**src/rtl/ede_pkg.sv**
```systemverilog
`timescale 1ns / 1ps

package ede_pkg;

    localparam int MAX_LEN_DEF = 256;
    localparam int SYM_W       = 8;
    localparam int DIST_W      = 9;

    localparam logic [DIST_W-1:0] DIST_MAX = 9'd511;

    localparam logic FUNC_A = 1'b0;
    localparam logic FUNC_B = 1'b1;

    // TK_A: A symbol looking for its cell, TK_B: B symbol updating the row,
    // TK_PROBE: B symbol past the length limit, reads the row only,
    // TK_SWEEP: carries the pair tag and retires stale cells.
    typedef enum logic [1:0] {
        TK_A,
        TK_B,
        TK_PROBE,
        TK_SWEEP
    } tok_kind_t;

    typedef struct packed {
        logic             valid;
        tok_kind_t        kind;
        logic             tag;
        logic             last;
        logic             ovf;
        logic [SYM_W-1:0] symbol;
    } ede_tok_t;

endpackage

```
**src/rtl/ede_out_if.sv**
```systemverilog
`timescale 1ns / 1ps

interface ede_out_if;
    import ede_pkg::*;

    logic              valid;
    logic              ready;
    logic [DIST_W-1:0] distance;
    logic              overflow;

    modport source (output valid, output distance, output overflow, input ready);
    modport sink   (input valid, input distance, input overflow, output ready);
endinterface

```
**src/rtl/ede_tail.sv**
```systemverilog
`timescale 1ns / 1ps

module ede_tail #(
    parameter int MAX_LEN = ede_pkg::MAX_LEN_DEF,
    parameter int DW      = $clog2(MAX_LEN + 1)
) (
    input  logic              clk,
    input  logic              rst_n,
    input  ede_pkg::ede_tok_t tok,
    input  logic [DW-1:0]     new_val,
    output logic              en,
    ede_out_if.source         results
);
    import ede_pkg::*;

    localparam int EW = (DW > DIST_W) ? DW : DIST_W;

    logic              valid_reg, valid_next;
    logic [DIST_W-1:0] dist_reg, dist_next;
    logic              ovf_reg, ovf_next;
    logic              is_result;
    logic [EW-1:0]     ext_val;

    assign is_result = tok.valid && tok.last && ((tok.kind == TK_B) || (tok.kind == TK_PROBE));
    assign ext_val   = EW'(new_val);

    // chain halts only when a result meets a full, untaken output register
    assign en = !(is_result && valid_reg && !results.ready);

    always_comb
    begin
        valid_next = valid_reg;
        dist_next  = dist_reg;
        ovf_next   = ovf_reg;
        if (results.ready)
        begin
            valid_next = 1'b0;
        end
        if (is_result && en)
        begin
            valid_next = 1'b1;
            dist_next  = (ext_val > EW'(DIST_MAX)) ? DIST_MAX : ext_val[DIST_W-1:0];
            ovf_next   = tok.ovf;
        end
    end

    always_ff @(posedge clk or negedge rst_n)
    begin
        if (!rst_n)
        begin
            valid_reg <= 1'b0;
        end
        else
        begin
            valid_reg <= valid_next;
        end
    end

    always_ff @(posedge clk)
    begin
        dist_reg <= dist_next;
        ovf_reg  <= ovf_next;
    end

    assign results.valid    = valid_reg;
    assign results.distance = dist_reg;
    assign results.overflow = ovf_reg;

endmodule

```
**src/flat_wrapper.sv**
```systemverilog
// flat-port wrapper written by rule: the top's interface ports become plain ports
module ede_tail_flat import ede_pkg::*;
#(
    parameter int MAX_LEN = ede_pkg::MAX_LEN_DEF,
    parameter int DW      = $clog2(MAX_LEN + 1)
)
  (clk, rst_n, tok, new_val, en, results_valid, results_distance, results_overflow, results_ready);
  ede_out_if results_i ();
  input  logic clk;
  input  logic rst_n;
  input  ede_pkg::ede_tok_t tok;
  input  logic [DW-1:0] new_val;
  output logic en;
  output wire logic [$bits(results_i.valid)-1:0] results_valid;
  output wire logic [$bits(results_i.distance)-1:0] results_distance;
  output wire logic [$bits(results_i.overflow)-1:0] results_overflow;
  input wire logic [$bits(results_i.ready)-1:0] results_ready;
  assign results_valid = results_i.valid;
  assign results_distance = results_i.distance;
  assign results_overflow = results_i.overflow;
  assign results_i.ready = results_ready;
  ede_tail #(.MAX_LEN(MAX_LEN), .DW(DW)) u_core (.clk(clk), .rst_n(rst_n), .tok(tok), .new_val(new_val), .en(en), .results(results_i));
endmodule
```
**config.mk**
```make
export PLATFORM = sky130hd
export DESIGN_NAME = ede_tail_flat
export DESIGN_NICKNAME = d
export VERILOG_FILES = /design/src/rtl/ede_pkg.sv /design/src/rtl/ede_out_if.sv /design/src/rtl/ede_tail.sv /design/src/flat_wrapper.sv
export SDC_FILE = /design/constraint.sdc
export NUM_CORES = 1
export LEC_CHECK = 0
export BUFFER_PORTS_ARGS = -buffer_cell sky130_fd_sc_hd__buf_4
export CORE_AREA = 2 2 39 41
export DETAILED_ROUTE_END_ITERATION = 8
export DIE_AREA = 0 0 41 43
export HOLD_SLACK_MARGIN = 0.03
export PLACE_DENSITY_LB_ADDON = 0.25
export SLEW_MARGIN = 0
export SYNTH_ARGS = -nofsm -noshare
export SYNTH_HDL_FRONTEND = slang
export SYNTH_SLANG_ARGS = --single-unit
```
**constraint.sdc**
```tcl
create_clock -name clk -period 2.6 [get_ports clk]
set_clock_uncertainty 0.05 [all_clocks]
set_input_delay 0 -clock clk [delete_from_list [all_inputs] [get_ports clk]]
set_output_delay 0 -clock clk [all_outputs]
set_load 0.1 [all_outputs]
```
; Word level (Yosys, flattened, before mapping)
; Index checks and enable logic that the tools add are counted.
[totals]
latch_bits = 0
romBits = 0
in_bits = 26
word_cells = 17
mem_bits_rw = 0
output_inout_bits = 12
reg_bits = 11
n_memories = 0
[classes]
div = 0
bitwise_logic = 0
n_mux = 2
order_cmp = 1
eq_ne = 2
n_addsub = 0
n_reduce_logical = 9
shifts = 0
multipliers = 0
[op_table]
columns = operator, count
row1 = $gt A9 B9 Y1 const B, 1
row2 = $logic_and A1 B1 Y1, 5
row3 = $eq A2 B1 Y1 const B, 1
row4 = $eq A2 B2 Y1 const B, 1
row5 = $logic_not A1 Y1, 2
row6 = $mux W1, 2
row7 = $reduce_bool A2 Y1, 1
row8 = $logic_or A1 B1 Y1, 1

; Logic depth before layout (Yosys ltp)
[depth]
word_depth = 8
ltp_mapped = 2
mapped_depth_nobuf = 2

; Least setup slack after synthesis
; Ideal clock, no wire load.
[synth_path]
path_kind = register to register
from = register u_core.valid_reg, in the netlist u_core.results.valid
to = register u_core.dist_reg[0], in the netlist u_core.results.distance[0], enable pin
setup_ns = 0.390
path_stages_with_launch = 3
setup_slack_ns = 0.356
arrival_ns = 1.804
required_time_ns = 2.160
path_cell_list = dfrtp_1 -> nor2b_1 -> nor3_1
[synth_via]
elab_chain_cells = 4
[synth_rtl]
columns = element, line
row1 = "start, declared", ede_tail.sv:18  ; logic valid_reg, valid_next;
row2 = "start signal, assigned", ede_tail.sv:55  ; valid_reg <= valid_next;
row3 = $logic_and A1 B1 Y1 (2 in series), ede_tail.sv:28  ; assign en = !(is_result && valid_reg && !results.ready);
row4 = $logic_not A1 Y1, ede_tail.sv:28
row5 = $logic_and A1 B1 Y1, ede_tail.sv:39  ; if (is_result && en)
row6 = "end signal, assigned", ede_tail.sv:61  ; dist_reg <= dist_next;
row7 = "end, declared", ede_tail.sv:19  ; logic [DIST_W-1:0] dist_reg, dist_next;
; No other way between the ends.
; A chain may end at the register's enable or synchronous reset.

; Worst setup path in the final report
[layout_path]
from = input port results_ready
to = output port en
[layout_via]
elab_chain_cells = 3
[layout_rtl]
columns = element, line
row1 = "start, declared", flat_wrapper.sv:17  ; input wire logic [$bits(results_i.ready)-1:0] results_ready;
row2 = $logic_not A1 Y1, ede_tail.sv:28
row3 = $logic_and A1 B1 Y1, ede_tail.sv:28
row4 = $logic_not A1 Y1, ede_tail.sv:28
row5 = "end, declared", flat_wrapper.sv:13  ; output logic en;
; No other way between the ends.

==> summary.md <==
| Metric | Value |
|---|---|
| Max VDD drop | around 0.00032 V |
| Share of layout cells above drive strength 1 | between 50% and 60% |
| Ys Warns | 0 |
| H-Tree Depth | 1 |
| Largest net degree at the start of global routing | 11 |
| Sequential share of power | about 48% |
| Worst Reg2Reg Path Length in Cells | 3 |
| Fmax | between 600 and 700 MHz |
| Gp weighted congestion | roughly 0.67 |
| Vias in the first global route | approximately 340 |
| RSZ-0062 raised after global routing | false |
| Ranking of synthesized cells by area | edfxtp_1, clkbuf_1, dfrtp_1, or3b_1, xnor2_1 |
| Internal power | slightly above 0.3 mW |
| Most numerous cell in the Yosys netlist | edfxtp_1 |
| Post-synth top flop | edfxtp_1 |
| Max Slew Vio Count | 0 |
| Avg Cell Area, Syn | around 15 um2 |
| Top Ports | 38 |
| CTS max path bufs | 2 |
| GRT Residual Overflow | 0 |
| Placed inst area | 603.1 um2 |
| Starting Density | approximately 29% |
| P_sw | ~0.12 mW |
| Vias per cell | a little over 4 |
| Setup CP Type | in -> out |
| CTS root buf | clkbuf_4 |
| Post-synth EDFFs | 10 |
| Slew HR | between 80% and 90% |
| Pwr Total | 0.4218 mW |
| Clk pwr share | 26.3% |
| DRT Wirelength | approximately 800 um |
| Leakage power total | between 0.3 and 0.4 nW |
| First-pass GRT wire length | about 1.2 mm |
| Worst-skew pair later-pin latency | around 0.26 ns |
| Worst Hold Class | in -> reg |
| Switch share | roughly 28% |
| Initial antenna violation count | 0 |
| Syn nets | 52 |
| Largest register FFs | 9 |
| Die width | approximately 41 um |
| Status | completed |
| DIE HEIGHT | 43 um |
| Final setup viols | 0 |
| # rows | 14 |
| Worst-Margin Slew | roughly 0.28 ns |
| Post-synth top area share | between 70% and 80% |
| Most frequent cells after synthesis | edfxtp_1, clkbuf_1 |
| WP data required | roughly 2.6 ns |
| FF-to-FF End | u_core.results.valid |
| Die area | roughly 1800 um2 |
| Cell Count, Final, Fillers Out | 80 |
| Cell total after placement | 62 |
| Sink Count | 11 |
| PD cells | 548.2 nW/um2 |
| Reg2Reg Setup Slack | between 1 and 1.5 ns |
| DRC violations left | 0 |
| Register area | about 330 um2 |
| Clk pin slew, worst setup/hold paths | 0.07 ns |
| Via count | 323 |
| FILL cells | between 100 and 150 |
| # port buffers | 28 |
| Design Area, Final | about 770 um2 |
| CTS Buf Count | 3 |
| CP endpoint kind | primary output |
| Worst Setup EP | en |
| Mapped Cells | 26 |
| Detailed Routing Iterations Pass 1 | 2 |
| Multi-input combinational cell area | 40.04 um2 |
| WP data arrival | between 1 and 1.5 ns |
| Asr flop ratio synth | under 10% |
| Crit path time final | between 1 and 1.5 ns |
| Diodes inserted | 0 |
| Total track usage | 10.55% |
| Power share of the combinational group | roughly 26% |
| CTS tree | yes |
| # Max-Cap Violations | 0 |
| Wirelength per Cell | approximately 10 um |
| Fin crit share | between 50 and 60% |
| Launch point of the worst path | results_ready |
| Final Hold Vio Count | 0 |
| Antenna Nets Post-Route | 0 |
| Synth cell types | 9 |
| Setup TNS | 0 ns |
| Netlist Area Pre-Place | 399.1 um2 |
| Area Overhead vs Synth | 92.79% |
| Worst reg2reg startpoint | u_core.results.valid |
| Core area | between 1000 and 1500 um2 |
| Number of synthesized register bits | 11 |
| Nets | between 90 and 100 |
| Register area share after synthesis | 81.50% |
| Final core occ | 55.61% |
| Worst-path maximum fanout | 3 |
| CP startpoint kind | input pin |
| 1st-iter DRT viols | 16 |
| Synth area leader | edfxtp_1 |
==> worst min path at each step <==
| stage | from | endpoint | slack [ns] | cells past startpoint |
|---|---|---|---|---|
| 2_1_floorplan | rst_n | u_core.results.valid | -0.35 | 0 |
| 3_3_place_gp | rst_n | u_core.results.valid | -0.27 | 1 |
| 3_5_place_dp | rst_n | u_core.results.valid | -0.27 | 1 |
| 4_1_cts | tok[9] | u_core.results.distance[4] | 0.29 | 4 |
| 5_1_grt | tok[9] | u_core.results.distance[4] | 0.31 | 4 |
| 6_report | tok[9] | u_core.results.distance[4] | 0.29 | 4 |
==> power groups by stage <==
stage | registers, mW | clock network (mW) | logic, mW
finish | 0.203 | 0.111 | 0.107
global route | 0.204 | 0.123 | 0.112
CTS | 0.204 | 0.115 | 0.108
detailed placement | 0.207 | 0 | 0.0902
global placement | 0.207 | 0 | 0.0887
floorplan | 0.257 | 0 | 0.0128
==> worst max-delay path, cell delays in order <==
cell and delay (ns):
dlygate4sd3_1 0.54, buf_4 0.13, nor2b_1 0.16, or3b_1 0.37, buf_4 0.24
==> per-layer routing <==
layer  wire, um  part of all wire [%]  vias to the layer above  track usage [%]
met5          0                     0                        -                0
met4          0                     0                        0            6.000
met3         80                   9.9                        0            3.665
met2        445                    55                       19            18.44
met1        284                    35                      146            9.622
li1           -                     -                      158                -
==> cell usage in the layout, fill, tap and decap left out, drive strengths merged, types with 4 or more instances in the layout <==
master,Yosys,final
buf,0,29
clkbuf,9,4
dlygate4sd3,0,14
edfxtp,10,10
==> cells by family (layout without fill, tap and decap cells) <==
logic type	count (synthesis)	after routing	share of synthesized area, %
xor gates and xnor gates	1	1	2.195
AOI/OAI and AO/OA	1	1	1.882
and+or+nand+nor	4	4	5.955
DFF	11	11	81.50
buffers and inverters	9	47	8.463
==> area by class of cell <==
type / instances / share of cell area [%]
flip-flops and latches: 11 / 42.28
well taps: 16 / 2.602
repair buffers: 43 / 46.50
multi-input cells: 6 / 5.203
clock buffers: 4 / 3.415
==> through the flow <==
stage	worst slack (ns)	hold WS [ns]
2_1_floorplan	0.3565	-0.3456
3_3_place_gp	1.366	-0.2747
3_5_place_dp	1.346	-0.2739
4_1_cts	1.087	0.2857
5_1_grt	1.026	0.3083
6_report	1.102	0.2938
==> repair_timing <==
action                                 in CTS  in global routing
hold buffers                               14                  0
resized for setup                           0                  0
endpoints found under the hold margin      12                  0
buffers inserted                            0                  0
(Power assumes the default switching activity.)
