`src/rtl/ede_pkg.sv`:
```
`timescale 1ns / 1ps

package ede_pkg;

    localparam int MAX_LEN_DEF = 256;
    localparam int SYM_W       = 8;
    localparam int DIST_W      = 9;

    localparam logic [DIST_W-1:0] DIST_MAX = 9'd511;

    localparam logic FUNC_A = 1'b0;
    localparam logic FUNC_B = 1'b1;

    // TK_A: A symbol looking for its cell, TK_B: B symbol updating the row,
    // TK_PROBE: B symbol past the length limit, reads the row only,
    // TK_SWEEP: carries the pair tag and retires stale cells.
    typedef enum logic [1:0] {
        TK_A,
        TK_B,
        TK_PROBE,
        TK_SWEEP
    } tok_kind_t;

    typedef struct packed {
        logic             valid;
        tok_kind_t        kind;
        logic             tag;
        logic             last;
        logic             ovf;
        logic [SYM_W-1:0] symbol;
    } ede_tok_t;

endpackage

```
`src/rtl/ede_in_if.sv`:
```
`timescale 1ns / 1ps

interface ede_in_if;
    import ede_pkg::*;

    logic             valid;
    logic             ready;
    logic             func;
    logic [SYM_W-1:0] symbol;
    logic             last;

    modport source (output valid, output func, output symbol, output last, input ready);
    modport sink   (input valid, input func, input symbol, input last, output ready);
endinterface

```
`src/rtl/ede_head.sv`:
```
`timescale 1ns / 1ps

module ede_head #(
    parameter int MAX_LEN = ede_pkg::MAX_LEN_DEF,
    parameter int DW      = $clog2(MAX_LEN + 1)
) (
    input  logic             clk,
    input  logic             rst_n,
    input  logic             en,
    ede_in_if.sink           symbols,
    output ede_pkg::ede_tok_t tok,
    output logic [DW-1:0]    new_val,
    output logic [DW-1:0]    old_val
);
    import ede_pkg::*;

    logic [DW-1:0] a_len_reg, a_len_next;
    logic [DW-1:0] b_cnt_reg, b_cnt_next;
    logic          ovf_reg, ovf_next;
    logic          closed_reg, closed_next;
    logic          tag_reg, tag_next;
    ede_tok_t      tok_reg, tok_next;
    logic [DW-1:0] new_reg, new_next;
    logic [DW-1:0] old_reg, old_next;
    logic          fire;

    assign symbols.ready = en;
    assign fire          = symbols.valid && en;

    always_comb
    begin
        a_len_next  = a_len_reg;
        b_cnt_next  = b_cnt_reg;
        ovf_next    = ovf_reg;
        closed_next = closed_reg;
        tag_next    = tag_reg;
        new_next    = new_reg;
        old_next    = old_reg;
        tok_next        = '0;
        tok_next.kind   = TK_SWEEP;
        tok_next.symbol = symbols.symbol;
        if (fire)
        begin
            tok_next.valid = 1'b1;
            if (symbols.func == FUNC_A)
            begin
                // A symbol after a closed A opens a new pair
                if (closed_reg)
                begin
                    a_len_next  = '0;
                    b_cnt_next  = '0;
                    ovf_next    = 1'b0;
                    closed_next = 1'b0;
                    tag_next    = ~tag_reg;
                end
                if (a_len_next < DW'(MAX_LEN))
                begin
                    tok_next.kind = TK_A;
                    a_len_next    = a_len_next + 1'b1;
                end
                else
                begin
                    ovf_next = 1'b1;
                end
                if (symbols.last)
                begin
                    closed_next = 1'b1;
                    b_cnt_next  = '0;
                end
                tok_next.tag = tag_next;
                tok_next.ovf = ovf_next;
            end
            else
            begin
                if (!closed_reg)
                begin
                    closed_next = 1'b1;
                    b_cnt_next  = '0;
                end
                if (b_cnt_next < DW'(MAX_LEN))
                begin
                    tok_next.kind = TK_B;
                    old_next      = b_cnt_next;
                    b_cnt_next    = b_cnt_next + 1'b1;
                    new_next      = b_cnt_next;
                end
                else
                begin
                    ovf_next      = 1'b1;
                    tok_next.kind = TK_PROBE;
                    new_next      = b_cnt_next;
                    old_next      = b_cnt_next;
                end
                tok_next.tag  = tag_reg;
                tok_next.last = symbols.last;
                tok_next.ovf  = ovf_next;
                if (symbols.last)
                begin
                    a_len_next  = '0;
                    b_cnt_next  = '0;
                    ovf_next    = 1'b0;
                    closed_next = 1'b0;
                    tag_next    = ~tag_reg;
                end
            end
        end
    end

    always_ff @(posedge clk or negedge rst_n)
    begin
        if (!rst_n)
        begin
            a_len_reg  <= '0;
            b_cnt_reg  <= '0;
            ovf_reg    <= 1'b0;
            closed_reg <= 1'b0;
            tag_reg    <= 1'b0;
            tok_reg    <= '0;
        end
        else if (en)
        begin
            a_len_reg  <= a_len_next;
            b_cnt_reg  <= b_cnt_next;
            ovf_reg    <= ovf_next;
            closed_reg <= closed_next;
            tag_reg    <= tag_next;
            tok_reg    <= tok_next;
        end
    end

    always_ff @(posedge clk)
    begin
        if (en)
        begin
            new_reg <= new_next;
            old_reg <= old_next;
        end
    end

    assign tok     = tok_reg;
    assign new_val = new_reg;
    assign old_val = old_reg;

endmodule

```
`src/flat_wrapper.sv`:
```
// flat-port wrapper written by rule: the top's interface ports become plain ports
module ede_head_flat import ede_pkg::*;
#(
    parameter int MAX_LEN = ede_pkg::MAX_LEN_DEF,
    parameter int DW      = $clog2(MAX_LEN + 1)
)
  (clk, rst_n, en, tok, new_val, old_val, symbols_valid, symbols_func, symbols_symbol, symbols_last, symbols_ready);
  ede_in_if symbols_i ();
  input  logic clk;
  input  logic rst_n;
  input  logic en;
  output ede_pkg::ede_tok_t tok;
  output logic [DW-1:0] new_val;
  output logic [DW-1:0] old_val;
  input wire logic [$bits(symbols_i.valid)-1:0] symbols_valid;
  input wire logic [$bits(symbols_i.func)-1:0] symbols_func;
  input wire logic [$bits(symbols_i.symbol)-1:0] symbols_symbol;
  input wire logic [$bits(symbols_i.last)-1:0] symbols_last;
  output wire logic [$bits(symbols_i.ready)-1:0] symbols_ready;
  assign symbols_i.valid = symbols_valid;
  assign symbols_i.func = symbols_func;
  assign symbols_i.symbol = symbols_symbol;
  assign symbols_i.last = symbols_last;
  assign symbols_ready = symbols_i.ready;
  ede_head #(.MAX_LEN(MAX_LEN), .DW(DW)) u_core (.clk(clk), .rst_n(rst_n), .en(en), .symbols(symbols_i), .tok(tok), .new_val(new_val), .old_val(old_val));
endmodule
```
`config.mk`:
```
export PLATFORM = sky130hd
export DESIGN_NAME = ede_head_flat
export DESIGN_NICKNAME = d
export VERILOG_FILES = /design/src/rtl/ede_pkg.sv /design/src/rtl/ede_in_if.sv /design/src/rtl/ede_head.sv /design/src/flat_wrapper.sv
export SDC_FILE = /design/constraint.sdc
export NUM_CORES = 1
export LEC_CHECK = 0
export BUFFER_PORTS_ARGS = -buffer_cell sky130_fd_sc_hd__buf_2
export CELL_PAD_IN_SITES_DETAIL_PLACEMENT = 2
export CELL_PAD_IN_SITES_GLOBAL_PLACEMENT = 2
export CORE_MARGIN = 3
export CORE_UTILIZATION = 38
export DETAILED_ROUTE_END_ITERATION = 16
export PLACE_DENSITY_LB_ADDON = 0.25
export SYNTH_ARGS = -nofsm -noshare
export SYNTH_HDL_FRONTEND = slang
export SYNTH_SLANG_ARGS = --single-unit
```
`constraint.sdc`:
```
create_clock -name clk -period 2.67 [get_ports clk]
set_input_delay 0.534 -clock clk [delete_from_list [all_inputs] [get_ports clk]]
set_output_delay 0.534 -clock clk [all_outputs]
set_load 0.01 [all_outputs]
```
; After elaboration in Yosys (flattened, before gate mapping)
; Index checks and enable logic that the tools add are counted.
[classes]
n_addsub = 2
n_lt_le_gt_ge = 2
n_eq_ne = 1
n_mux = 31
n_bitwise = 1
reduce_logical = 6
[op_table]
columns = operator, n
row1 = 9-bit 2-to-1 mux, 14
row2 = "9-bit by 1-bit adder with 9-bit output, second input constant", 2
row3 = "9-bit less-than comparator, second input constant", 2
row4 = 1-bit 2-to-1 mux, 13
row5 = 3-bit AND reduction, 3
row6 = 6-bit 2-to-1 mux, 1
row7 = 2-bit 2-to-1 mux, 2
row8 = 3-bit 2-to-1 mux, 1
row9 = 3-bit nonzero test, 1
row10 = "2-bit by 1-bit != test with 1-bit output, second input constant", 1
row11 = 2-bit AND reduction, 1
row12 = 1-bit logical AND, 1
row13 = 1-bit NOT, 1
[totals]
regBits = 53
out_inout_bits = 33
elab_cells = 56

; Logic depth before layout (Yosys ltp)
; Gate-level depths: netlist (run 1).
[logic_depth]
word_depth = 7
mapped_depth = 8
mapped_depth_nobuf = 6

; Worst setup path after synthesis (run 1)
; Ideal clock, no wire load.
[synth_path]
path_type = input port to flip-flop
from = input en
to = register u_core.new_reg[0], in the netlist u_core.new_val[0], enable pin
setup_time_ns = 0.393
t_arrival_ns = 1.610
required_ns = 2.277
setup_slack_ns = 0.667
cell_stages = 4
n_path_buf = 2
cell_sequence = buf_6 -> nand2_4 -> buf_6 -> nor2_1
[synth_between]
elab_chain_cells = 2
[synth_rtl]
columns = element, line
row1 = "start, declared", flat_wrapper.sv:11  ; input logic en;
row2 = 1-bit logical AND, ede_head.sv:28  ; assign fire = symbols.valid && en;
row3 = 3-bit AND reduction (no source line) (*), n/a
row4 = "end signal, assigned", ede_head.sv:135  ; new_reg <= new_next;
row5 = "end, declared", ede_head.sv:23  ; logic [DW-1:0] new_reg, new_next;
; Every way passes the cells marked *; elsewhere a longest branch is shown, timed or not.
; A chain may end at the register's enable or synchronous reset.

; Worst setup path in the final report (run 1)
[layout_path]
from = register u_core.closed_reg
to = register u_core.b_cnt_reg[7]
[layout_between]
elab_chain_cells = 7
[layout_rtl]
columns = element, line
row1 = "start, declared", ede_head.sv:20  ; logic closed_reg, closed_next;
row2 = "start signal, assigned", ede_head.sv:125  ; closed_reg <= closed_next;
row3 = 9-bit 2-to-1 mux, ede_head.sv:75  ; if (!closed_reg)
row4 = 9-bit 2-to-1 mux, ede_head.sv:45  ; if (symbols.func == FUNC_A)
row5 = 9-bit 2-to-1 mux, ede_head.sv:42  ; if (fire)
row6 = 9-bit by 1-bit adder with 9-bit output or 9-bit less-than comparator (tied branches), "ede_head.sv:84, ede_head.sv:80"
row7 = 9-bit 2-to-1 mux, ede_head.sv:80  ; if (b_cnt_next < DW'(MAX_LEN))
row8 = 9-bit 2-to-1 mux, ede_head.sv:97  ; if (symbols.last)
row9 = 9-bit 2-to-1 mux, ede_head.sv:45
row10 = "end signal, assigned", ede_head.sv:123  ; b_cnt_reg <= b_cnt_next;
row11 = "end, declared", ede_head.sv:18  ; logic [DW-1:0] b_cnt_reg, b_cnt_next;
; Parallel ways exist; a longest one is shown, timed or not. The select of a mux whose other input is x is not followed.

==> flow_metrics.tcl, run 1 <==
set metrics [dict create \
    synth_cell_types 49 \
    synth-main-ff-cell "dfrtp_1" \
    layout_min_cycle_time_ns 1.99 \
    synth_top_area_share_pct 34.8 \
    synth_adder_area_share_pct 1.99 \
    drv_slew 0 \
    synth_compound_area_share_pct 11.6 \
    synth_edf_count 18 \
    switching_share_pct 28.1 \
    detail_route.wl_per_cell_um 17.4 \
    netlist_area_um2 2520 \
    drive_above_1_share_pct 25.5 \
    pwr-share-seq_pct 58.0 \
    grt_start_max_net_pins 36 \
    postCtsSetupBuffers 0 \
    overflow 0 \
    final.setup.tns_ns 0 \
    rsz0062_at_grt "false" \
    synthToLayoutAreaGrowth_pct 15.0 \
    hold_ws_ns 0.300 \
    intPower_mw 1.19 \
    crit_arrival_ns 2.23 \
    async_flop_share_pct 66.0 \
    clock_sink_count 53 \
    period_share_pct 74.4 \
    fill_cells 698 \
    antenna_found_initial 0 \
    worst-setup-path-type "reg -> reg" \
    clk_path_buf_depth 2 \
    worst_slew_pin_slew_ns 0.798 \
    path_max_fanout 26 \
    synth_warnings 0 \
    cts_resized 0 \
    die_h_um 87.4 \
    yosys.area.top_type "dfrtp_1" \
    insertion_delay_ns 0.31 \
    detail_route.iter0.violations 62 \
    dieArea_um2 7640 \
    drtPass1Iterations 4 \
    synthMuxAreaShare_pct 4.42 \
    maxCapViolations 0 \
    cts-htree-levels 2 \
    finClkSkew_ns 0.00800 \
    status "finished clean" \
    die_w_um 87.4 \
    grt_pass1_vias 2073 \
    final_antenna_net_count 0 \
    synth_xor_area_share_pct 2.78 \
    post-route-drc-count 0 \
    synth_top_family_by_area "simple AND/OR/NAND/NOR gates" \
    hold_violations 0 \
    endpoint_kind "register" \
    power.density_nw_per_um2 573 \
    finalSetupViolCount 0 \
    cts.clk_slew.worst_paths_ns 0.10 \
    grt_use_total_pct 17.7 \
    min_path_type "in -> async" \
    start_kind "register" \
    grt_pass1_wl_um 10300 \
    routabilityCongestion 0.751 \
    ys_ff_latch 53 \
    n_antenna_cell 0 \
    total_power_mw 1.66 \
    power.switching_mw 0.466 \
    start_util_pct 39.4 \
    core-area_um2 6390 \
    nets 291 \
    hpwl_um 4530 \
    synth_area_leaders "dfrtp_1 (35%), edfxtp_1 (21%), mux2_2 (4.0%), and2_1 (2.7%), nor2b_1 (2.7%)" \
    ys_seq_area_share_pct 56.3 \
    routed_via_density 5.33 \
    cts_hold_buf 0 \
    pwr-share-comb_pct 14.6 \
    p_leak_nw 1.27 \
    cp.required_ns 2.91 \
    p_clk_share_pct 27.4 \
    cts_tree "yes" \
    syn_inst 228 \
    syn_area_per_cell_um2 11.0 \
    wl_um 6110 \
    syn-num-nets 246 \
    root_buffer "clkbuf_8" \
    rows 29 \
    ir_drop_mv 0.326 \
    via_count 1870 \
    portBuffers 46 \
    slew_headroom_pct 46.8 \
    largest_register_ffs 14 \
    fmax_ghz 0.503 \
    cts_buffers 5 \
    synth_simple_gate_area_share_pct 18.4 \
    pin_count 47 \
]
-- cell type report --
cell class                      count  area [µm²]  area share, %
Tap cell                           77        96.3           3.33
Multi-Input combinational cell    150         986           34.1
Sequential cell                    53        1420           48.9
Clock inverter                      2        13.8          0.476
Clock buffer                        6        72.6           2.51
Inverter                           13        48.8           1.69
Timing Repair Buffer               50         260           8.99
-- cells by family after synthesis --
| kind of cell | Yosys count |
|---|---|
| flops | 53 |
| mux | 10 |
| buf+inv | 25 |
| compound gates | 48 |
| simple gates | 80 |
| xor+xnor | 8 |
| fa+ha+maj | 4 |
-- final timing paths --
| path | startpoint | endpoint | slack (ns) | depth (start not counted) |
|---|---|---|---|---|
| worst max-delay path | u_core.closed_reg | u_core.b_cnt_reg[7] | 0.68 | 4 |
| worst min-delay path | rst_n | u_core.a_len_reg[7] | 0.30 | 1 |
| worst max register to register | u_core.closed_reg | u_core.b_cnt_reg[7] | 0.68 | 4 |
| worst min register to register | u_core.a_len_reg[5] | u_core.a_len_reg[5] | 0.50 | 1 |
| max in group asynchronous | rst_n | u_core.a_len_reg[0] | 1.86 | 1 |
| min in group clk | symbols_symbol[7] | u_core.tok[7] | 0.45 | 2 |
-- critical path, stage by stage, from the launching register on --
cell     delay [ns]
dfrtp_1        0.84
and4b_1        0.38
nand4_1        0.22
or3_1          0.42
o21ai_2        0.06
-- routing by layer --
metal,wire length (µm),GRT usage [%],vias up
li1,-,-,886
met1,2680,21.6,936
met2,3130,31.2,43
met3,233,3.78,5
met4,67,5.02,0
met5,0,0,-
-- synthesized netlist by cell type (all sizes together) (2+ instances only) --
cell     n
or2      3
clkbuf   7
or4      2
nor3     2
mux2     9
a21oi   10
xnor2    6
inv     13
and4     2
xor2     2
buf      5
and2    11
o21bai   2
and3b    4
nand3    5
ha       4
nand2   12
nand3b   2
nor2    14
or3      3
a31oi    3
dfrtp   35
nor2b   11
nand4    5
edfxtp  18
o21ai   21
a22o     2
-- through the flow --
stage	utilization, %	area, µm²	std cells	setup slack (ns)
after CTS	45.3	2890	351	0.660
after detailed placement	44.0	2810	343	0.593
after floorplan	-	2520	228	0.667
final	45.3	2890	351	0.682
after global placement	44.0	2810	343	0.662
after global routing	45.3	2890	351	0.528
-- power by group through the flow --
stage                     clock [mW]  combinational, mW  sequential, mW
final                          0.454              0.242           0.963
after global routing           0.513              0.275           0.977
after CTS                      0.477              0.249           0.966
after detailed placement           0              0.246           0.982
after global placement             0              0.234           0.978
after floorplan                    0              0.151           0.969
-- placed cells by master, fill, tap and decap left out, types with 2 or more instances in the layout --
master,n
o21ai_0,10
mux2_2,9
and3b_1,4
nand4_1,5
o21bai_1,2
a31oi_1,3
xnor2_1,6
edfxtp_1,18
nand2_1,11
buf_4,4
inv_1,13
or2_1,2
ha_1,4
a22o_1,2
nor2_1,14
nand3b_1,2
buf_2,46
a21oi_1,10
xor2_1,2
dfrtp_1,35
o21ai_1,10
clkbuf_8,5
or3_1,3
nor2b_1,11
and2_1,11
nand3_1,5
and4_1,2
nor3_1,2
Power figures use the tool's default switching activity.
==> run 2: changes to the inputs <==
CORE_UTILIZATION = 35   (was 38)
clock period = 2 ns   (was 2.67 ns; I/O delays follow)
==> run 2 against run 1 <==
Worst hold slack worse by 0.26 ns. Sequential power up 33%. Critical path type unchanged. Via count up 3.5%. Final cell count up 8.3%. First-iteration DRC count down 1.6%. Count of clock-buffer cells in the layout down 1. Register-to-register slack worse by 0.45 ns. Global-route usage down 1.7 points. Clock power up 96%. Sequential share of layout area down 2.6 points. Critical path depth up 2.
==> flow_metrics.tcl, run 2 (synthesis results as in run 1) <==
set metrics [dict create \
    status "finished clean" \
    maxCapViolations 0 \
    pwr-share-seq_pct 50.5 \
    root_buffer "clkbuf_8" \
    synthToLayoutAreaGrowth_pct 21.4 \
    fill_cells 740 \
    cts.clk_slew.worst_paths_ns 0.10 \
    drtPass1Iterations 4 \
    pin_count 47 \
    routed_via_density 5.09 \
    grt_use_total_pct 15.9 \
    ir_drop_mv 0.363 \
    routabilityCongestion 0.752 \
    grt_pass1_wl_um 10600 \
    slew_headroom_pct 67.4 \
    start_util_pct 36.6 \
    core-area_um2 6870 \
    p_leak_nw 1.35 \
    finClkSkew_ns 0.00473 \
    layout_common_cells "buf_2 (46), dfrtp_1 (35), edfxtp_1 (18)" \
    hold_ws_ns 0.0408 \
    wl_um 6370 \
    hold_violations 0 \
    cts_hold_buf 0 \
    insertion_delay_ns 0.31 \
    start_kind "register" \
    switching_share_pct 26.0 \
    power.switching_mw 0.657 \
    path_max_fanout 13 \
    finalNonFillerCells 380 \
    rows 30 \
    antenna_found_initial 0 \
    clock_sink_count 53 \
    min_path_type "in -> async" \
    layout_commonest_cell "buf_2" \
    seq_area_um2 1420 \
    intPower_mw 1.87 \
    nets 301 \
    fmax_ghz 0.566 \
    dieArea_um2 8250 \
    cp.required_ns 2.20 \
    die_w_um 90.8 \
    hpwl_um 4720 \
    power.density_nw_per_um2 827 \
    cts_resized 0 \
    postCtsSetupBuffers 0 \
    final.setup.tns_ns 0 \
    detail_route.iter0.violations 61 \
    worst_slew_pin_slew_ns 0.490 \
    drive_above_1_share_pct 28.5 \
    cts_buffers 5 \
    overflow 0 \
    die_h_um 90.8 \
    via_count 1935 \
    final_util_pct 44.5 \
    crit_arrival_ns 1.97 \
    rsz0062_at_grt "false" \
    dp_cells 372 \
    cts-htree-levels 2 \
    layout_min_cycle_time_ns 1.77 \
    drv_slew 0 \
    cts_tree "yes" \
    p_clk_share_pct 35.1 \
    multi_input_area_um2 986 \
    clk_path_buf_depth 2 \
    post-route-drc-count 0 \
    period_share_pct 88.3 \
    endpoint_kind "register" \
    pwr-share-comb_pct 14.4 \
    detail_route.wl_per_cell_um 16.8 \
    grt_pass1_vias 2117 \
    grt_start_max_net_pins 20 \
    n_antenna_cell 0 \
    worst-setup-path-type "reg -> reg" \
    finalSetupViolCount 0 \
    portBuffers 46 \
    largest_register_ffs 14 \
    final_antenna_net_count 0 \
]
run 2: cell types whose count changed in the layout (fill, tap and decap cells not counted), sizes merged:
cell    delta
bufinv     +2
buf       +10
clkinv     -1
clkbuf     -1
run 2: critical path, stage by stage, from the launching register on:
cell and delay [ns]:
dfrtp_1 0.55, nor2b_1 0.19, ha_1 0.22, nor2b_1 0.20, nand3_1 0.12, a21o_1 0.19, a32o_1 0.19
run 2: through the flow:
stage | area [µm²] | setup slack, ns | power (mW)
after detailed placement | 2920 | 0.134 | 1.67
after CTS | 3060 | 0.203 | 2.56
after global routing | 3060 | 0.0382 | 2.65
final | 3060 | 0.234 | 2.53
after floorplan | 2520 | 0.131 | 1.49
after global placement | 2920 | 0.177 | 1.65
run 2: power by group through the flow:
stage	Clock [mW]	Sequential [mW]	Combinational (mW)
after floorplan	0	1.29	0.202
after CTS	0.913	1.28	0.373
after detailed placement	0	1.30	0.369
final	0.888	1.28	0.364
after global routing	0.953	1.29	0.406
after global placement	0	1.29	0.355
run 2: final timing paths:
| check | startpoint | to | slack (ns) | cells after the start |
|---|---|---|---|---|
| min reg2reg | u_core.a_len_reg[5] | u_core.a_len_reg[5] | 0.50 | 1 |
| max reg2reg | u_core.closed_reg | u_core.a_len_reg[4] | 0.23 | 6 |
| min | rst_n | u_core.tok[0] | 0.04 | 1 |
| max in group asynchronous | rst_n | u_core.closed_reg | 1.50 | 2 |
| max | u_core.closed_reg | u_core.a_len_reg[4] | 0.23 | 6 |
| min in group clk | symbols_symbol[0] | u_core.tok[0] | 0.31 | 2 |
run 2: final cells by class:
type	instances	area share [%]
multi-input cells	150	32.3
inverters	13	1.60
clock buffers	5	2.25
well taps	96	3.93
flip-flops and latches	53	46.3
clock inverters	3	2.25
repair buffers	60	11.4
run 2: routing by layer:
metal | GRT usage [%] | up-vias | wire [µm]
met3 | 3.08 | 4 | 260
met5 | 0 | - | 0
met2 | 28.0 | 47 | 3140
met1 | 20.4 | 974 | 2920
li1 | - | 910 | -
met4 | 3.39 | 0 | 46
