==> config.mk <==
export PLATFORM = sky130hd
export DESIGN_NAME = ede_cell
export DESIGN_NICKNAME = d
export VERILOG_FILES = /design/src/rtl/ede_pkg.sv /design/src/rtl/ede_cell.sv
export SDC_FILE = /design/constraint.sdc
export NUM_CORES = 1
export LEC_CHECK = 0
export BUFFER_PORTS_ARGS = -buffer_cell sky130_fd_sc_hd__buf_4
export CAP_MARGIN = 20
export CORE_ASPECT_RATIO = 0.75
export CORE_MARGIN = 3
export CORE_UTILIZATION = 48
export CTS_CLUSTER_DIAMETER = 30
export DETAILED_ROUTE_END_ITERATION = 8
export PLACE_DENSITY_LB_ADDON = 0.12
export SLEW_MARGIN = 0
export SYNTH_ARGS = -nofsm -noshare
export SYNTH_HDL_FRONTEND = slang
export SYNTH_SLANG_ARGS = --single-unit
==> constraint.sdc <==
create_clock -name clk -period 10.2 [get_ports clk]
set_clock_uncertainty 0.2 [all_clocks]
set_input_delay 1.02 -clock clk [delete_from_list [all_inputs] [get_ports clk]]
set_output_delay 1.02 -clock clk [all_outputs]
set_load 0.1 [all_outputs]
==> src/rtl/ede_pkg.sv <==
`timescale 1ns / 1ps

package ede_pkg;

    localparam int MAX_LEN_DEF = 256;
    localparam int SYM_W       = 8;
    localparam int DIST_W      = 9;

    localparam logic [DIST_W-1:0] DIST_MAX = 9'd511;

    localparam logic FUNC_A = 1'b0;
    localparam logic FUNC_B = 1'b1;

    // TK_A: A symbol looking for its cell, TK_B: B symbol updating the row,
    // TK_PROBE: B symbol past the length limit, reads the row only,
    // TK_SWEEP: carries the pair tag and retires stale cells.
    typedef enum logic [1:0] {
        TK_A,
        TK_B,
        TK_PROBE,
        TK_SWEEP
    } tok_kind_t;

    typedef struct packed {
        logic             valid;
        tok_kind_t        kind;
        logic             tag;
        logic             last;
        logic             ovf;
        logic [SYM_W-1:0] symbol;
    } ede_tok_t;

endpackage

==> src/rtl/ede_cell.sv <==
`timescale 1ns / 1ps

module ede_cell #(
    parameter int MAX_LEN = ede_pkg::MAX_LEN_DEF,
    parameter int DW      = $clog2(MAX_LEN + 1),
    parameter int INDEX   = 1
) (
    input  logic              clk,
    input  logic              rst_n,
    input  logic              en,
    input  ede_pkg::ede_tok_t tok_in,
    input  logic [DW-1:0]     left_new,
    input  logic [DW-1:0]     left_old,
    output ede_pkg::ede_tok_t tok_out,
    output logic [DW-1:0]     out_new,
    output logic [DW-1:0]     out_old
);
    import ede_pkg::*;

    logic             filled_reg, filled_next;
    logic             tag_reg, tag_next;
    logic [SYM_W-1:0] a_sym_reg, a_sym_next;
    logic [DW-1:0]    dp_reg, dp_next;
    ede_tok_t         tok_reg, tok_next;
    logic [DW-1:0]    new_reg, new_next;
    logic [DW-1:0]    old_reg, old_next;
    logic             own;
    logic [DW-1:0]    m_du, m_all, edit_val;

    // cell belongs to the pair of the passing item only if the tags agree
    assign own = filled_reg && (tag_reg == tok_in.tag);

    always_comb
    begin
        m_du     = (left_old < dp_reg) ? left_old : dp_reg;
        m_all    = (m_du < left_new) ? m_du : left_new;
        edit_val = (a_sym_reg == tok_in.symbol) ? left_old : m_all + 1'b1;
    end

    always_comb
    begin
        filled_next = filled_reg;
        tag_next    = tag_reg;
        a_sym_next  = a_sym_reg;
        dp_next     = dp_reg;
        tok_next    = tok_in;
        new_next    = left_new;
        old_next    = left_old;
        if (tok_in.valid)
        begin
            if (tag_reg != tok_in.tag)
            begin
                tag_next    = tok_in.tag;
                filled_next = 1'b0;
            end
            case (tok_in.kind)
                TK_A:
                begin
                    if (!own)
                    begin
                        // first free cell takes the symbol; row starts at its index
                        filled_next   = 1'b1;
                        a_sym_next    = tok_in.symbol;
                        dp_next       = DW'(INDEX);
                        tok_next.kind = TK_SWEEP;
                    end
                end
                TK_B:
                begin
                    if (own)
                    begin
                        dp_next  = edit_val;
                        new_next = edit_val;
                        old_next = dp_reg;
                    end
                end
                TK_PROBE:
                begin
                    if (own)
                    begin
                        new_next = dp_reg;
                        old_next = dp_reg;
                    end
                end
                default:
                begin
                end
            endcase
        end
    end

    always_ff @(posedge clk or negedge rst_n)
    begin
        if (!rst_n)
        begin
            filled_reg <= 1'b0;
            tag_reg    <= 1'b0;
            tok_reg    <= '0;
        end
        else if (en)
        begin
            filled_reg <= filled_next;
            tag_reg    <= tag_next;
            tok_reg    <= tok_next;
        end
    end

    always_ff @(posedge clk)
    begin
        if (en)
        begin
            a_sym_reg <= a_sym_next;
            dp_reg    <= dp_next;
            new_reg   <= new_next;
            old_reg   <= old_next;
        end
    end

    assign tok_out = tok_reg;
    assign out_new = new_reg;
    assign out_old = old_reg;

endmodule

After elaboration in Yosys (flattened, before gate mapping)
Cells that the tools add are included.

word-level totals
  register bits after elaboration = 51
  input bits = 35
  word-level logic and storage cells = 50

cells by class
  add/subtract/negate cells = 1
  $lt $le $gt $ge = 2
  equality and inequality tests = 7
  multiplexer cells = 19
  bitwise logic cells = 1
  reduce and logical (&&, ||, !) cells = 8

operators by type and width
  cell                 number
  $mux 9               11
  $pmux 9 s2           2
  $lt 9x9->1           2
  $add 9x1->9 const B  1
  $eq 8x8->1           1
  $mux 2               3
  $reduce_and 5->1     1
  $ne 2x2->1 const B   2
  $reduce_and 4->1     1
  $mux 1               3
  $reduce_and 3->1     1
  $eq 2x1->1 const B   1
  $eq 2x2->1 const B   1
  $logic_not 2->1      1
  $reduce_and 2->1     1
  $reduce_bool 2->1    1
  $reduce_or 2->1      1
  $eq 1x1->1           1
  $logic_and 1x1->1    1
  $ne 1x1->1           1
  $not 1->1            1

Depth between registers and ports, before layout
Gate-level depths: netlist of the first run.

  depth after elaboration = 9
  mapped depth = 25
  gate-level depth less buffers = 23

Least setup slack after synthesis of the first run
OpenSTA, ideal clock, no wires.

  path kind = input -> register
  start point = input port left_old[8]
  end point = register new_reg[4], in the netlist out_new[4] (data pin)
  data arrival time = 5009 ps
  data required time = 9744 ps
  path slack = 4734 ps
  stages on the path = 22
  buffers on the path = 2
  path through = ha_1 > nand4_4 > or3b_4 > nand2_4 > buf_6 > mux2_2 > ha_1 > nand4_1 > or3_1 > a21o_1 > o211ai_2 > buf_2 > nor2_1 > a21oi_1 > ha_1 > nand3_1 > xnor2_1 > mux2i_1 > o21ai_0 > a21oi_1 > o21a_1 > o22a_1

between the ends
  longest elaborated chain between the ends = 9

RTL lines
  what                  line             RTL
  from (decl)           ede_cell.sv:13   input logic [DW-1:0] left_old,
  $lt 9x9->1            ede_cell.sv:35   m_du = (left_old < dp_reg) ? left_old : dp_reg;
  $mux 9 (*)            ede_cell.sv:35
  $lt 9x9->1            ede_cell.sv:36   m_all = (m_du < left_new) ? m_du : left_new;
  $mux 9 (*)            ede_cell.sv:36
  $add 9x1->9 (*)       ede_cell.sv:37   edit_val = (a_sym_reg == tok_in.symbol) ? left_old : m_all + 1'b1;
  $mux 9 (*)            ede_cell.sv:37
  $mux 9 (*)            ede_cell.sv:70   if (own)
  $pmux 9 s2 (*)        ede_cell.sv:56   case (tok_in.kind)
  $mux 9 (*)            ede_cell.sv:49   if (tok_in.valid)
  net new_next[4]       ede_cell.sv:25   logic [DW-1:0] new_reg, new_next;
  to (signal assigned)  ede_cell.sv:114  new_reg <= new_next;
  to (decl)             ede_cell.sv:25

The timed path passes the listed nets; every way through them passes the cells marked *.
A chain may end at the register's enable or synchronous reset.

Worst setup path after layout of the first run
Ends and elaborated chain as after synthesis.

==> results of run 1 <==
-- per-stage QoR --
step	utilization [%]	hold slack (ns)
global route	62.12	0.3332
finish	62.12	0.3110
global placement	60.38	0.2777
CTS	62.12	0.3144
floorplan	-	0.2641
detailed placement	60.38	0.2915
-- cells in the mapped netlist (3+ instances only) --
library cell  instances  area [um2]
xnor2_1              10       87.58
inv_1                29       108.9
ha_1                 20       250.2
dfrtp_1              16       400.4
nand2b_1              3       18.77
clkbuf_1              7       26.28
nand3_1              15       75.07
o22a_1                4       35.03
nor4_1                5       31.28
nand2_1              32       120.1
nor3_1               11       55.05
o21a_1                3       22.52
xor2_1               11       96.34
edfxtp_1             35        1051
mux2i_1               7       70.07
mux2_2               24       270.3
a21oi_1              19       95.09
nor2_1                9       33.78
o21ai_0              24       120.1
a31oi_1               7       43.79
-- critical path, stage by stage --
cell	delay, ns
buf_4	0.13
ha_1	0.35
nand4_4	0.15
or3b_4	0.44
nand2_4	0.21
mux2_2	0.39
ha_1	0.34
nand4_1	0.13
or3_1	0.32
a21o_1	0.16
o211ai_2	0.48
nor2_1	0.10
a21oi_1	0.16
ha_1	0.33
nand3_1	0.13
xnor2_1	0.15
mux2i_1	0.08
o21ai_0	0.15
a21oi_1	0.06
o21a_1	0.22
o22a_1	0.15
-- layer usage --
| metal | vias up | wire length (um) | track usage (%) |
|---|---|---|---|
| li1 | 1345 | - | - |
| met1 | 1367 | 4165 | 32.98 |
| met2 | 126 | 3865 | 33.59 |
| met3 | 15 | 593 | 4.653 |
| met4 | 0 | 74 | 4.140 |
| met5 | - | 0 | 0 |
-- final timing paths --
kind / start / endpoint / cells after the start
setup / recovery: left_old[8] / out_new[4] / 21
hold / removal: filled_reg / filled_reg / 2
setup reg to reg: dp_reg[1] / out_new[4] / 21
hold reg to reg: filled_reg / filled_reg / 2
max in group asynchronous: rst_n / tok_out[11] / 1
min in group asynchronous: rst_n / tok_out[7] / 1
-- logic make-up after synthesis --
| family | count (synthesis) |
|---|---|
| AND/OR/NAND/NOR | 93 |
| AO/OA/AOI/OAI | 78 |
| flip-flops | 51 |
| buffers and inverters | 38 |
| multiplexers | 31 |
| XOR/XNOR | 21 |
| adder cells (fa/ha/maj) | 20 |
-- cell type report --
cell class                      instances  area share (%)
Multi-Input combinational cell        243           44.19
Sequential cell                        51           35.40
Timing Repair Buffer                   66           12.08
Tap cell                               94           2.868
Inverter                               29           2.655
Clock buffer                            5           1.678
Clock inverter                          3           1.129
-- where the power goes --
group,total (mW),leakage (nW),internal (mW),switching (mW)
clock network,0.143,0.0548,0.0740,0.0695
logic,0.240,1.13,0.0684,0.172
registers,0.248,0.518,0.241,0.00762
==> summary.txt, run 1 <==
final setup TNS = 0 ns
wire per inst = 17.71 um
Pins Over Slew Limit = 0
pre-CTS WS = 4.119 ns
total grt overflow = 0
Num CTS Buffers = 5
Die Span Y = 79.02 um
HP Class = register to register
VDD IR-drop max = 0.09980 mV
CTS root buf = clkbuf_8
ANT nets after route = 0
Max Clk Rate = 172.6 MHz
port bufs = 66
total number of vias = 2853
Placed Cells = 483
Worst setup EP type = register
area added between synthesis and finish = 20.17%
post-route insts no fill = 491
Die ar. = 0.008167 mm2
Die Span X = 103.4 um
Top FF cell, synth = edfxtp_1
antenna violations before repair = 0
DRC violations left = 0
first-pass GRT wire length = 14190 um
Leakage = 1.704 nW
vias per inst = 5.811
Cell Rows = 25
max reg flops = 14
drt total wl = 8698 um
Setup CP Type = primary input to register
DRT iter0 DRCs = 208
gate count of the mapped netlist = 332
Synth Area in Adders = 7.334%
syn_nets = 387
worst rel slew slack = 33.82%
Compound-Gate Fraction of Synth Area = 15.66%
Placer Congestion = 1.001
RSZ-0062 raised after global routing = no
Post-DP Area = 0.003985 mm2
diode count = 0
Core Area = 0.006600 mm2
Max clock buf depth = 2
max_cap viols = 0
main combinational cell family by area after synthesis = compound AO/OA/AOI/OAI gates
final setup vio count = 0
post-CTS sizing = 0
IO Pins = 67
Worst-Skew Late Latency = 0.31 ns
status = finished, final reports clean
Cell Area, Synth = 0.003412 mm2
setup ws final = 4.405 ns
mux contribution to synthesized area = 9.974%
commonest non-fill, non-tap cell in the layout = buf_4
vias in the first global route = 2767
Pwr Total = 0.6319 mW
Crit path arrival time = 5.66 ns
drt first pass iters = 5
Least-Margin Pin Slew = 0.9927 ns
clk sinks = 51
largest net degree at the start of global routing = 35
post-route design area = 0.004100 mm2
Post-synth ARST share = 31.37%
most frequent cells in the layout = buf_4, edfxtp_1, nand2_1
final net count = 451
CTS tree = built
min Tclk post-route = 5.795 ns
Distinct cells, synth = 54
XOR/XNOR share of the synthesized area = 5.391%
Multi-input gate area = 0.001812 mm2
Post-CTS Setup Bufs = 0
Global Route Usage Sum = 22.22%
Max Fanout on Critical Path = 14
share of cells above drive strength 1 = 29.22%
Yosys reg bits = 51
Filler Cells Inserted = 554
Worst-path clk slew = 0.09 ns
reg-to-reg setup timing slack = 4.73 ns
Avg Inst Size Synth = 10.28 um2
period utilisation layout = 56.81%
starting density of the core = 51.70%
CTS hold repair buffers = 0
H-Tree Level Count = 2
Seq. cell area = 0.001451 mm2
Detailed Place HPWL = 6706 um
Post-synth EDFFs = 35
Hold Fails Final Rpt = 0
synth warn = 0
CP startpoint kind = primary input
Power per Cell Area = 154.1 mW/mm2
area share of and/or/nand/nor cells after synthesis = 14.67%
Seq/Total Area, Yosys = 42.54%
required time of the critical path = 10.06 ns
Note: power is estimated with default switching activity, not from simulation.
==> inputs of run 2 (changes only) <==
- clock period: 10.2 -> 5.8 ns (I/O delays scaled with it)
==> summary.txt, run 2 (same netlist as run 1, synthesis figures left out) <==
Least-Margin Pin Slew = 1.010 ns
status = finished, final reports clean
Crit path arrival time = 5.17 ns
CTS tree = built
Hold Fails Final Rpt = 0
share of cells above drive strength 1 = 29.50%
Max clock buf depth = 2
max_cap viols = 0
Core Area = 0.006600 mm2
CP startpoint kind = register
Global Route Usage Sum = 22.93%
RSZ-0062 raised after global routing = no
area added between synthesis and finish = 20.21%
Placer Congestion = 0.9889
CTS root buf = clkbuf_8
starting density of the core = 51.70%
Die Span Y = 79.02 um
min Tclk post-route = 5.305 ns
most frequent cells in the layout = buf_4, edfxtp_1, nand2_1
total number of vias = 2802
post-CTS sizing = 0
HP Class = primary input to register
Power per Cell Area = 261.2 mW/mm2
worst reg2reg startpoint = dp_reg[2]
final setup TNS = 0 ns
final setup vio count = 0
Pins Over Slew Limit = 0
final net count = 454
Detailed Place HPWL = 6764 um
routing usage on met2 = 34.86%
Worst-Skew Late Latency = 0.31 ns
port bufs = 66
max reg flops = 14
commonest non-fill, non-tap cell in the layout = buf_4
Die Span X = 103.4 um
Setup CP Type = register to register
diode count = 0
Cell Rows = 25
routing usage on met1 = 33.67%
total grt overflow = 0
vias in the first global route = 2841
Worst setup startpoint = dp_reg[2]
Max Fanout on Critical Path = 14
grt peak-use layer = met2
Num CTS Buffers = 5
hold slack = 0.2638 ns
Max Clk Rate = 188.5 MHz
ANT nets after route = 0
vias per inst = 5.672
antenna violations before repair = 0
largest net degree at the start of global routing = 35
Hold Startpoint = tok_in[5]
Leakage = 1.713 nW
required time of the critical path = 5.66 ns
wire per inst = 17.92 um
Worst setup EP type = register
grt met3 use = 5.180%
period utilisation layout = 91.47%
IO Pins = 67
clk sinks = 51
first-pass GRT wire length = 14550 um
worst rel slew slack = 32.61%
drt total wl = 8853 um
Worst-path clk slew = 0.10 ns
H-Tree Level Count = 2
VDD IR-drop max = 0.1648 mV
DRT iter0 DRCs = 224
DRC violations left = 0
Die ar. = 0.008167 mm2
drt first pass iters = 5
run 2: changes by cell type in the layout (fill, tap and decap cells not counted):
cell / change
buf_4: +2
bufinv_16: -1
clkinv_2: +1
clkinvlp_4: -1
dlygate4sd3_1: +1
inv_6: +1
run 2: area by class of cell:
| cell class | instances | area [um2] |
|---|---|---|
| tap | 94 | 117.6 |
| inverter | 29 | 108.9 |
| timing repair buffer | 69 | 520.5 |
| clock inverter | 3 | 22.52 |
| fill | 569 | 2499 |
| multi-input combinational | 243 | 1812 |
| clock buffer | 5 | 68.82 |
| sequential | 51 | 1451 |
run 2: metrics by stage:
| step | std cells | utilization (%) | worst slack (ns) | total power, mW | cell area, um2 |
|---|---|---|---|---|---|
| finish | 494 | 62.14 | 0.4948 | 1.071 | 4101 |
| CTS | 493 | 62.03 | 0.5339 | 1.078 | 4094 |
| global placement | 484 | 60.49 | 0.4568 | 0.8610 | 3993 |
| global route | 494 | 62.14 | 0.1237 | 1.128 | 4101 |
| floorplan | 332 | - | 0.7742 | 0.7550 | 3412 |
| detailed placement | 484 | 60.49 | 0.3182 | 0.8636 | 3993 |
run 2: final timing paths:
path                                end  slack [ns]  cells after the start
setup / recovery             out_new[4]        0.49                     21
hold / removal             a_sym_reg[5]        0.26                      1
setup reg to reg             out_new[4]        0.49                     21
hold reg to reg              filled_reg        0.31                      2
max in group asynchronous    tok_out[0]        4.75                      2
min in group asynchronous    tok_out[7]        0.46                      2
run 2: worst max-delay path: stages, from the launching register on:
cell,delay [ns]
edfxtp_1,0.44
inv_1,0.11
ha_1,0.31
a41oi_2,0.14
or3b_4,0.46
nand2_4,0.20
mux2_2,0.38
ha_1,0.32
a22oi_2,0.21
o211ai_2,0.14
a211oi_2,0.35
nor2_2,0.12
or3_4,0.37
inv_1,0.09
ha_1,0.27
nand3_1,0.12
xnor2_1,0.16
mux2i_1,0.08
o21ai_0,0.15
a21oi_1,0.06
o21a_1,0.21
o22a_1,0.16
run 2: metal layers:
layer	up-vias	part of all wire [%]
li1	1356	-
met1	1321	48
met2	118	44
met3	7	7.0
met4	0	0.59
met5	-	0
run 2: what timing repair did:
action	CTS	global route
endpoints found under the hold margin	16	0
buffers inserted	0	0
hold buffers	1	0
run 2: power by group:
| part | switching, mW | internal (mW) |
|---|---|---|
| clock | 0.123 | 0.0875 |
| combinational | 0.302 | 0.122 |
| sequential | 0.0130 | 0.423 |
==> inputs of run 3 (changes only) <==
- CORE_UTILIZATION: 48 -> 35
==> summary.txt, run 3 (same netlist as run 1, synthesis figures left out) <==
max reg flops = 14
VDD IR-drop max = 0.1415 mV
diode count = 0
grt met3 use = 3.425%
final setup vio count = 0
IO Pins = 67
hold slack = 0.2847 ns
vias in the first global route = 2771
Hold Fails Final Rpt = 0
status = finished, final reports clean
CTS tree = built
setup ws final = 0.3815 ns
Setup CP Type = register to register
CP startpoint kind = register
Placer Congestion = 0.8611
H-Tree Level Count = 2
Die ar. = 0.01098 mm2
post-route insts no fill = 531
Worst-Skew Late Latency = 0.29 ns
Max clock buf depth = 2
commonest non-fill, non-tap cell in the layout = buf_4
wire per inst = 17.36 um
first-pass GRT wire length = 14950 um
drt first pass iters = 4
Cell Rows = 30
Worst setup EP type = register
required time of the critical path = 5.64 ns
RSZ-0062 raised after global routing = no
clk sinks = 51
final net count = 457
most frequent cells in the layout = buf_4, edfxtp_1, nand2_1
Worst-path clk slew = 0.06 ns
vias per inst = 5.301
Least-Margin Pin Slew = 0.9746 ns
Max Clk Rate = 184.6 MHz
drt total wl = 9220 um
Placed Cells = 522
total grt overflow = 0
DRC violations left = 0
Post-CTS Setup Bufs = 0
Finished Core Util = 45.61%
worst rel slew slack = 35.03%
ANT nets after route = 0
HP Class = primary input to register
grt peak-use layer = met1
total number of vias = 2815
routing usage on met1 = 26.14%
Crit path arrival time = 5.26 ns
Core Area = 0.009271 mm2
area added between synthesis and finish = 23.95%
Max Fanout on Critical Path = 14
largest net degree at the start of global routing = 35
min Tclk post-route = 5.418 ns
Die Span X = 120.0 um
Leakage = 1.756 nW
DRT iter0 DRCs = 235
Die Span Y = 91.51 um
max_cap viols = 0
CTS root buf = clkbuf_16
starting density of the core = 36.80%
antenna violations before repair = 0
pre-CTS WS = 0.2893 ns
Pins Over Slew Limit = 0
Power per Cell Area = 277.6 mW/mm2
port bufs = 66
share of cells above drive strength 1 = 29.53%
Global Route Usage Sum = 17.16%
routing usage on met2 = 24.73%
final setup TNS = 0 ns
Num CTS Buffers = 5
period utilisation layout = 93.42%
Detailed Place HPWL = 7126 um
[run 3: cell count changes in the layout (fill, tap and decap cells not counted)]
cell       previous run  this run
buf_4                68        71
clkbuf_8              5         2
clkbuf_1              0         1
clkinv_2              1         0
nor2_2                2         1
inv_6                 2         0
nor2_1                8         9
clkbuf_16             0         5
[run 3: cell type report]
class / instances / area [um2]
clock buffers: 8 / 156.4
fillers: 905 / 5042
inverters: 29 / 108.9
multi-input cells: 243 / 1809
flip-flops and latches: 51 / 1451
well taps: 128 / 160.2
repair buffers: 72 / 543.0
[run 3: path summary, 6_finish.rpt]
check | slack, ns | start | to | depth (start not counted)
worst min-delay path | 0.28 | tok_in[5] | a_sym_reg[5] | 1
min in group asynchronous | 0.49 | rst_n | tok_out[10] | 2
worst min register to register | 0.30 | filled_reg | filled_reg | 2
worst max register to register | 0.38 | dp_reg[2] | out_new[4] | 21
worst max-delay path | 0.38 | dp_reg[2] | out_new[4] | 21
max in group asynchronous | 4.72 | rst_n | tok_out[3] | 2
[run 3: what timing repair did]
item,CTS,global route
hold buffers,1,0
endpoints found under the hold margin,16,0
gates resized for setup,0,0
[run 3: per-stage QoR]
stage | total power, mW | cell area (um2)
floorplan | 0.7550 | 3412
global placement | 0.8671 | 4063
detailed placement | 0.8672 | 4063
CTS | 1.180 | 4229
global route | 1.227 | 4229
finish | 1.174 | 4229
[run 3: routing by layer]
layer / vias to the layer above / share of wire, %
li1: 1368 / -
met1: 1354 / 51
met2: 84 / 42
met3: 9 / 6.0
met4: 0 / 0.98
met5: - / 0
[run 3: worst max-delay path, stage by stage, from the launching register on]
cell	delay (ns)
edfxtp_1	0.43
inv_1	0.11
ha_1	0.33
a41oi_2	0.15
or3b_4	0.46
nand2_4	0.20
mux2_2	0.39
ha_1	0.34
a22oi_2	0.21
o211ai_2	0.14
a211oi_2	0.36
nor2_2	0.12
or3_4	0.37
inv_1	0.09
ha_1	0.28
nand3_1	0.13
xnor2_1	0.17
mux2i_1	0.09
o21ai_0	0.16
a21oi_1	0.06
o21a_1	0.21
o22a_1	0.16
[run 3: where the power goes]
group          leakage [nW]  internal (mW)  switching, mW  total [mW]
logic                  1.16          0.123          0.304       0.427
clock network        0.0772          0.184          0.127       0.311
registers             0.518          0.423         0.0126       0.436
total                  1.76          0.730          0.444        1.17
